**src/rtl/sco_pkg.sv**
```systemverilog
package sco_pkg;

  localparam int NORMAL_FRAC = 14;
  localparam int ROOT_W      = 32;
  localparam int RAD_W       = 2 * ROOT_W;
  localparam int REM_W       = ROOT_W + 3;

  localparam logic [1:0] KIND_PAIR  = 2'd0;
  localparam logic [1:0] KIND_OTHER = 2'd1;
  localparam logic [1:0] KIND_PLANE = 2'd2;

  typedef enum logic [1:0] {
    MODE_ZERO,
    MODE_SPHERE,
    MODE_PLANE
  } mode_t;

  typedef struct packed {
    logic [RAD_W-1:0]  rad;
    logic [REM_W-1:0]  rem;
    logic [ROOT_W-1:0] root;
    mode_t             mode;
    logic [31:0]       value;
  } cell_data_t;

endpackage

```
**src/rtl/sco_cell.sv**
```systemverilog
module sco_cell (
  input  logic                clk,
  input  logic                rst_n,
  input  logic                en,
  input  logic                c_in_valid,
  input  sco_pkg::cell_data_t c_in_d,
  output logic                c_out_valid,
  output sco_pkg::cell_data_t c_out_d
);

  logic                      valid_r;
  sco_pkg::cell_data_t       d_r;
  sco_pkg::cell_data_t       d_nxt;
  logic [sco_pkg::REM_W-1:0] rem_sh;
  logic [sco_pkg::REM_W-1:0] trial;
  logic                      ge;

  // one root bit per cell, two radicand bits brought down
  assign rem_sh = {c_in_d.rem[sco_pkg::REM_W-3:0],
                   c_in_d.rad[sco_pkg::RAD_W-1:sco_pkg::RAD_W-2]};
  assign trial  = {1'b0, c_in_d.root, 2'b01};
  assign ge     = (rem_sh >= trial);

  always_comb begin
    d_nxt      = c_in_d;
    d_nxt.rad  = {c_in_d.rad[sco_pkg::RAD_W-3:0], 2'b00};
    d_nxt.rem  = ge ? (rem_sh - trial) : rem_sh;
    d_nxt.root = {c_in_d.root[sco_pkg::ROOT_W-2:0], ge};
  end

  always_ff @(posedge clk) begin
    if (!rst_n) begin
      valid_r <= 1'b0;
    end else if (en) begin
      valid_r <= c_in_valid;
    end
  end

  always_ff @(posedge clk) begin
    if (en) begin
      d_r <= d_nxt;
    end
  end

  assign c_out_valid = valid_r;
  assign c_out_d     = d_r;

endmodule

```
**config.mk**
```make
export PLATFORM = sky130hd
export DESIGN_NAME = sco_cell
export DESIGN_NICKNAME = d
export VERILOG_FILES = /design/src/rtl/sco_pkg.sv /design/src/rtl/sco_cell.sv
export SDC_FILE = /design/constraint.sdc
export NUM_CORES = 1
export LEC_CHECK = 0
export BUFFER_PORTS_ARGS = -buffer_cell sky130_fd_sc_hd__buf_2
export CAP_MARGIN = 20
export CORE_MARGIN = 2
export CORE_UTILIZATION = 47
export DETAILED_ROUTE_END_ITERATION = 7
export PLACE_DENSITY = 0.86
export SETUP_SLACK_MARGIN = 0.1
export SLEW_MARGIN = 15
export SYNTH_ARGS = -nofsm -noshare
export SYNTH_HDL_FRONTEND = slang
export SYNTH_SLANG_ARGS = --single-unit
```
**constraint.sdc**
```tcl
create_clock -name clk -period 3.7 [get_ports clk]
set_input_delay 0.74 -clock clk [delete_from_list [all_inputs] [get_ports clk]]
set_output_delay 0.74 -clock clk [all_outputs]
set_load 0.1 [all_outputs]
```
==> metrics, run 1 <==
Ports roughly 340; Hold Path Class input pin to flop; die width about 130 um; Post-synth ARST share 0%; H-tree Lvls 4; kind of critical path input pin to flop; first-pass GRT wire length 30.77 mm; Synth warnings 0; sink count of the clock tree 164; Final Net Count 1111; Worst-Skew Late Latency 420 ps; worst vdd ir 337.3 uV; Final ANT Viol Nets 0; most common cell in the netlist edfxtp_1; Netlist cell types 52; Bufs on Longest Clock Path 2; initial DRC count 379; # fillers between 1000 and 1500; DRT Pass-1 Iters 5; Finish-stage setup viols 0; FMAX 0.3191 GHz; Post-synth top cells 163 x edfxtp_1, 51 x a21oi_1, 43 x nand2_1, 43 x nor2_1, 37 x inv_1; port buffer count 330; hold path startpoint c_in_d[25]; Worst Hold Endpoint c_out_d[25]$_DFFE_PP_; area occupied by multi-input gates 2206 sq um; CP endpoint kind flop; Leak Pwr 4.457 nW; global route overflow 0; # resized after CTS 0; initial antenna violation count 4; MaxCap Viol Count 0; pwr dens 628.9 nW/um^2; Post-CTS Hold Buffers 0; final critical-path required period around 3100 ps; Die ar. 16730 sq um; global placer's final weighted congestion about 0.89; Critical Path Start Type input pin; register area ~4900 sq um; Required @ worst endpoint 3880 ps; Die Y 129.3 um; slew margin rel. around 55%; Post-synth EDFFs 163; status finished, final reports clean; Synth Instances approximately 570; Worst Reg2Reg Path Length in Cells 2; setup TNS 0 ps; placed wire-length estimate roughly 17 mm; final hold viol count 0; Tcrit/Tclk final 84.69%; Starting Density about half; mean post-synth cell area about 13 sq um; largest net degree at the start of global routing just over 70; worst-path maximum fanout 25; share of the synthesized area in the top cell type about two thirds; sequential-to-total area share from yosys stat 66.58%; synthesized area 7382 sq um; Clk pin slew, worst setup/hold paths 70 ps; vias in the first global route 5579; drc violations 0; Root Driver clkbuf_16; worst r2r src c_out_valid$_SDFFE_PN0P_; RSZ-0062 raised after global routing false; critical path data arrival time around 3300 ps; via/cell ratio 5.093; Hold Path Stages 1; R2R Setup Slk 3070 ps; row cnt 45; worst slew pin tran 682.3 ps; Std-Cell Core Area between 15000 and 20000 sq um; setup ws final roughly 570 ps; FF+latch count, synth approximately 160; reg2reg end c_out_valid$_SDFFE_PN0P_; dpl ws 162.7 ps; leading area contributor after synthesis edfxtp_1; via count 5796; top cells by area, synth edfxtp_1 66%, ha_1 5.8%, a21oi_1 3.5%; Post-CTS Setup Bufs 0; Final Max Slew Viols 0; worst clock skew 0 ps; CTS Buf Count 17; Avg WL per Cell approximately 19 um; CTS tree built; ys flop type edfxtp_1; fraction of layout instances using a drive strength above 1 42.02%; WL final around 22 mm; Total GRT Usage 25.00%; Area Overhead vs Synth 34.49%
[cells by family (layout without fill, tap and decap cells)]
group	after synthesis	after routing	share of synthesized area (%)
mux	3	3	0.4237
simple gates	142	142	9.051
buf+inv	62	416	3.593
fa+ha+maj	34	34	5.763
xor+xnor	28	28	3.322
flops	164	164	66.58
other cells	1	8	0.05080
compound gates	132	132	11.22
[stage by stage]
step / std cells / util (%) / power [mW] / area, sq um / hold WS (ps)
after floorplan: 567 / - / 4.080 / 7386 / 838.9
after global placement: 1100 / 61.07 / 4.485 / 9318 / 496.5
after detailed placement: 1100 / 61.07 / 4.509 / 9318 / 565.1
after CTS: 1132 / 64.97 / 6.274 / 9913 / 469.6
after global routing: 1133 / 64.99 / 6.434 / 9916 / 465.3
final: 1138 / 65.07 / 6.244 / 9928 / 480.5
[where the power goes]
part,switching (mW),internal (mW)
logic,1.78,0.387
registers,0.0444,2.26
clock network,0.808,0.964
[per-layer routing]
layer | global-route usage (%) | share of wire, %
met1 | 29.07 | 37
met3 | 8.588 | 9.5
met2 | 43.44 | 51
met5 | 0 | 0.060
met4 | 8.312 | 2.5
[registers in the layout, indices dropped and copies added (netlist names)]
register,count
c_out_valid,1
c_out_d,163
[layout by cell type (no fill, tap or decap), drive strengths merged, types with 3 or more instances in the layout]
master,Yosys,final
a31oi,6,6
o211ai,5,5
xor2,12,12
nor2,43,43
nor4,3,3
diode,0,6
inv,38,45
clkinvlp,0,4
a21o,14,14
o21ai,21,21
nand2b,8,8
a31o,3,3
and3,8,8
nand3,12,12
nand4,7,7
xnor2,16,16
a211oi,8,8
ha,34,34
and2,3,3
o21bai,3,3
buf,7,346
nor3,9,9
clkbuf,17,18
nand2,44,44
edfxtp,163,163
o21a,4,4
a21oi,51,51
o31ai,3,3
[worst max-delay path, stage by stage]
cell,delay (ps)
buf_2,90
inv_1,40
ha_1,350
a21oi_1,180
o211ai_1,140
a311o_1,440
and3_1,220
or3_1,390
nand2_2,90
inv_2,190
buf_4,250
nor2_1,120
a21oi_1,60
[worst max path at each step]
stage,depth (start not counted),from,endpoint,slack [ps]
floorplan,11,c_in_d[34],c_out_d[100]$_DFFE_PP_,540
global placement,12,c_in_d[34],c_out_d[100]$_DFFE_PP_,230
detailed placement,13,c_in_d[36],c_out_d[90]$_DFFE_PP_,160
CTS,13,c_in_d[36],c_out_d[89]$_DFFE_PP_,600
global route,13,c_in_d[36],c_out_d[89]$_DFFE_PP_,430
finish,13,c_in_d[36],c_out_d[89]$_DFFE_PP_,570
[final cells by class]
| type | count | area share (%) |
|---|---|---|
| timing repair buffer | 346 | 18.03 |
| clock inverter | 14 | 1.676 |
| sequential | 164 | 49.50 |
| tap | 211 | 2.659 |
| multi-input combinational | 341 | 22.22 |
| antenna | 6 | 0.1512 |
| clock buffer | 18 | 4.323 |
| inverter | 38 | 1.437 |
(Power assumes the default switching activity.)
==> run 2, diff against run 1 <==
clock period = 3.1 ns   (was 3.7 ns; I/O delays follow)
==> metrics, run 2 (synthesis gave the netlist of run 1 again) <==
most used cell, CP a21oi_1; Clk pin slew, worst setup/hold paths 70 ps (about the same); global placer's final weighted congestion 0.8861 (-0.39%); worst-path maximum fanout 14 (-44%); worst vdd ir 517.0 uV (+53%); commonest non-fill, non-tap cell in the layout buf_2; via count 6115 (+5.5%); port buffer count 330 (unchanged); status finished, final reports clean; initial antenna violation count 4 (unchanged); CP endpoint kind flop; initial DRC count 411 (+8.4%); largest net degree at the start of global routing 69 (-4.2%); drc violations 0 (unchanged); Placed Instance Area 9733 sq um (+4.5%); CTS tree built; RSZ-0062 raised after global routing false; top sig layer met5; setup TNS 0 ps (unchanged); vias in the first global route 5871 (+5.2%); Root Driver clkbuf_16; pwr dens 727.1 nW/um^2 (+16%); Worst path slowest cell or3_1; Post-CTS Setup Bufs 0 (unchanged); Pwr Total 7.507 mW (+20%); Total GRT Usage 25.81% (+0.81 points); Starting Density 48.38% (unchanged); Required @ worst endpoint 3270 ps (-610 ps); routed wl met3 1.930 mm (-6.7%); crit-path leading delay family simple AND/OR/NAND/NOR gates; MaxCap Viol Count 0 (unchanged); slew margin rel. 54.85% (+0.34 points); Bufs on Longest Clock Path 2 (unchanged); worst clock skew 0 ps (unchanged); Met1 Wirelength 8.380 mm (+4.6%); H-tree Lvls 4 (unchanged); row cnt 45 (unchanged); placed wire-length estimate 17.58 mm (+4.6%); first-pass GRT wire length 31.76 mm (+3.2%); Worst-Skew Late Latency 410 ps (about the same); Critical Path Start Type input pin; Ports 335 (unchanged); global route overflow 0 (unchanged); Finished Layout Cells 1186 (+4.2%); fraction of layout instances using a drive strength above 1 45.12% (+3.1 points); FMAX 0.3538 GHz; Die Y 129.3 um (unchanged); placed cell count 1152 (+4.7%); Area Overhead vs Synth 39.86%; Die ar. 16730 sq um (unchanged); Leak Pwr 4.725 nW (+6.0%); Design Area, Final 10320 sq um (+4.0%); Hold Path Class input pin to flop; CP max stage delay 390 ps (-50 ps); critical path cell sequence buf_2 -> inv_1 -> ha_1 -> a21oi_1 -> nand2b_1 -> a311o_1 -> and3_1 -> or3_1 -> nand2_2 -> inv_2 -> buf_4 -> nor2_1 -> a21oi_1; Final Net Count 1163 (+4.7%); Std-Cell Core Area 15260 sq um (unchanged); most frequent cells in the layout 329 x buf_2, 163 x edfxtp_1, 65 x buf_4; Final Max Slew Viols 0 (unchanged); WL final 22.45 mm (+3.5%); final critical-path required period 2827 ps; max reg flops 163 (unchanged); final hold viol count 0 (unchanged); sink count of the clock tree 164 (unchanged); Avg WL per Cell 18.93 um (-0.65%); DRT Pass-1 Iters 5 (unchanged); Final ANT Viol Nets 0 (unchanged); kind of critical path input pin to flop; Crit path buffers/inverters 4 (unchanged); Tcrit/Tclk final 91.18%; worst slew pin tran 677.2 ps (-5.079 ps); critical path data arrival time 3000 ps (-310 ps); Met2 Wirelength 11.49 mm (+4.1%); Finish-stage setup viols 0 (unchanged); via/cell ratio 5.156 (+1.2%); CTS Buf Count 17 (unchanged); die width 129.3 um (unchanged)
run 2: worst paths after layout:
kind | startpoint | endpoint | slack, ps | cells past startpoint
worst max register to register | c_out_valid$_SDFFE_PN0P_ | c_out_valid$_SDFFE_PN0P_ | 2450 | 2
worst min-delay path | c_in_d[149] | c_out_d[151]$_DFFE_PP_ | 360 | 1
worst min register to register | c_out_valid$_SDFFE_PN0P_ | c_out_valid$_SDFFE_PN0P_ | 580 | 2
worst max-delay path | c_in_d[44] | c_out_d[80]$_DFFE_PP_ | 270 | 13
run 2: report_power, final:
part / internal [mW] / switching [mW]
combinational: 0.547 / 2.16
sequential: 2.70 / 0.0557
clock: 1.08 / 0.968
total: 4.33 / 3.18
run 2: final cells by class:
cell class / count / area [sq um]
flip-flops and latches: 164 / 4915
diodes: 2 / 5.005
well taps: 211 / 264.0
fillers: 1143 / 4933
clock buffers: 17 / 425.4
inverters: 38 / 142.6
clock inverters: 15 / 161.4
repair buffers: 398 / 2206
multi-input cells: 341 / 2206
run 2: timing repair:
| action | 4_1_cts | 5_1_grt |
|---|---|---|
| gates resized for setup | 0 | 1 |
| endpoints found under the hold margin | 0 | 0 |
| endpoints found under the setup margin | 0 | 2 |
| hold buffers | 0 | 0 |
run 2: metal layers:
metal	vias up	GRT usage [%]
met1	2918	29.58
li1	2887	-
met4	4	9.335
met3	43	7.845
met2	263	45.73
met5	-	0
run 2: per-stage QoR:
step                      worst slack [ps]  hold WS [ps]  util (%)
after floorplan                      113.7         718.9         -
after global placement              -60.27         499.0     63.79
after detailed placement            -137.7         557.4     63.79
after CTS                            278.2         350.4     67.63
after global routing                 102.6         349.5     67.63
final                                273.4         363.6     67.67
==> run 3, diff against run 2 <==
CORE_MARGIN = 4   (was 2)
CORE_UTILIZATION = 50   (was 47)
PLACE_DENSITY = 0.9   (was 0.86)
clock period = 3.56 ns   (was 3.1 ns; I/O delays follow)
==> metrics, run 3 (synthesis gave the netlist of run 1 again) <==
final hold viol count 0 (unchanged); first-pass GRT wire length 32.29 mm (+1.7%); slew margin rel. 50.00% (-4.9 points); placed wire-length estimate 17.80 mm (+1.2%); critical path data arrival time 3310 ps (+310 ps); DRT Pass-1 Iters 6 (+1); Total GRT Usage 25.84% (+0.035 points); Std-Cell Core Area 14480 sq um (-5.1%); Area Overhead vs Synth 33.32%; Worst Reg2Reg Path Length in Cells 2 (unchanged); global route overflow 0 (unchanged); Worst path depth 13 (unchanged); critical path cell sequence buf_2 -> inv_1 -> ha_1 -> a21oi_1 -> o211ai_1 -> a311o_1 -> and3_1 -> or3_1 -> nand2_2 -> inv_2 -> buf_4 -> nor2_1 -> nor2_1; CTS tree built; status finished, final reports clean; Finish-stage setup viols 0 (unchanged); Design Area, Final 9842 sq um (-4.7%); Clock power frac 26.7% (-0.6 points); FMAX 0.3187 GHz; Worst-Skew Late Latency 420 ps (about the same); Avg WL per Cell 20.59 um (+8.8%); worst clock skew 0 ps (unchanged); H-tree Lvls 4 (unchanged); die width 129.5 um (+0.14%); vias in the first global route 5710 (-2.7%); Post-CTS Hold Buffers 0 (unchanged); commonest non-fill, non-tap cell in the layout buf_2; CP max stage delay 440 ps (+50 ps); # resized after CTS 0 (unchanged); Met2 Wirelength 11.67 mm (+1.5%); Logic pwr share 35.6% (-0.4 points); routed wl met3 2.098 mm (+8.7%); most frequent cells in the layout 329 x buf_2, 163 x edfxtp_1, 51 x a21oi_1; Post-CTS Setup Bufs 0 (unchanged); WL final 22.77 mm (+1.4%); port buffer count 330 (unchanged); Hold Path Stages 1 (unchanged); global placer's final weighted congestion 0.9195 (+3.8%); Final ANT Viol Nets 0 (unchanged); Critical Path Start Type input pin; switching share of power 42.43% (+0.075 points); RSZ-0062 raised after global routing false; Required @ worst endpoint 3730 ps (+460 ps); CTS Buf Count 17 (unchanged); Pint 3.671 mW (-15%); via count 6041 (-1.2%); Final Max Slew Viols 0 (unchanged); kind of critical path input pin to flop; row cnt 44 (-2.2%); Die ar. 16770 sq um (+0.28%); max reg flops 163 (unchanged); via/cell ratio 5.462 (+5.9%); most used cell, CP nor2_1; Bufs on Longest Clock Path 2 (unchanged); drc violations 0 (unchanged); Met1 Wirelength 8.284 mm (-1.1%); sink count of the clock tree 164 (unchanged); Hold Path Class input pin to flop; Clk pin slew, worst setup/hold paths 70 ps (about the same); initial antenna violation count 2 (-2); R2R Setup Slk 2940 ps (+490 ps); Starting Density 50.99% (+2.6 points); initial DRC count 566 (+38%); Root Driver clkbuf_16; worst-path maximum fanout 19 (+5); Final Net Count 1110 (-4.6%); crit-path leading delay family simple AND/OR/NAND/NOR gates; largest net degree at the start of global routing 81 (+17%); top sig layer met5; pwr dens 647.9 nW/um^2 (-11%); Die Y 129.5 um (+0.14%); Worst path slowest cell a311o_1; Psw 2.705 mW (-15%); Crit path buffers/inverters 4 (unchanged); Tcrit/Tclk final 88.13%; final critical-path required period between 3000 and 4000 ps; worst slew pin tran 750.1 ps (+72.83 ps); Ports 335 (unchanged); setup TNS 0 ps (unchanged); CP endpoint kind flop; Placed Instance Area 9289 sq um (-4.6%); Leak Pwr 4.437 nW (-6.1%); worst vdd ir 315.0 uV (-39%); MaxCap Viol Count 0 (unchanged); fraction of layout instances using a drive strength above 1 41.96% (-3.2 points); sequential share of power 37.7% (+1.0 points)
-- run 3: changes by cell type in the layout (fill, tap and decap cells not counted), moves of 2 or more --
cell / delta
inv_6: +2
buf_4: -52
clkinv_8: -3
clkinvlp_4: +4
inv_8: -3
-- run 3: power by group through the flow --
stage / sequential, mW / clock [mW] / combinational [mW]
after floorplan: 3.82 / 0 / 0.424
after global placement: 2.43 / 0 / 2.23
after detailed placement: 2.44 / 0 / 2.26
after CTS: 2.40 / 1.73 / 2.27
after global routing: 2.42 / 1.81 / 2.35
final: 2.40 / 1.70 / 2.27
-- run 3: metal layers --
layer  global-route usage (%)  vias to the layer above
met5                        0                        -
met2                    45.30                      312
li1                         -                     2787
met3                    7.337                       57
met4                    9.413                        4
met1                    30.41                     2881
-- run 3: final cells by class --
type | instances | area [sq um]
diodes | 2 | 5.005
multi-input cells | 341 | 2206
clock buffers | 18 | 429.2
well taps | 184 | 230.2
clock inverters | 14 | 118.9
inverters | 38 | 142.6
flip-flops and latches | 164 | 4915
fillers | 1025 | 4637
repair buffers | 345 | 1795
-- run 3: worst register-to-register path, cell delays in order, from the launching register on --
cell and delay [ps]:
dfxtp_1 310, mux2i_1 140, nor2b_1 60
-- run 3: metrics by stage --
step	instances	hold slack (ps)	total power, mW	setup WS, ps	util (%)
final	1106	462.5	6.377	422.5	67.97
after global routing	1104	440.8	6.582	286.7	67.94
after CTS	1104	448.4	6.404	476.4	67.94
after detailed placement	1072	527.2	4.701	96.37	64.15
after global placement	1072	496.6	4.663	151.7	64.15
after floorplan	567	810.9	4.240	430.1	-
-- run 3: worst paths after layout --
check / start / to
setup / recovery: c_in_d[36] / c_out_d[92]$_DFFE_PP_
hold / removal: c_in_d[26] / c_out_d[26]$_DFFE_PP_
setup reg to reg: c_out_valid$_SDFFE_PN0P_ / c_out_valid$_SDFFE_PN0P_
hold reg to reg: c_out_valid$_SDFFE_PN0P_ / c_out_valid$_SDFFE_PN0P_
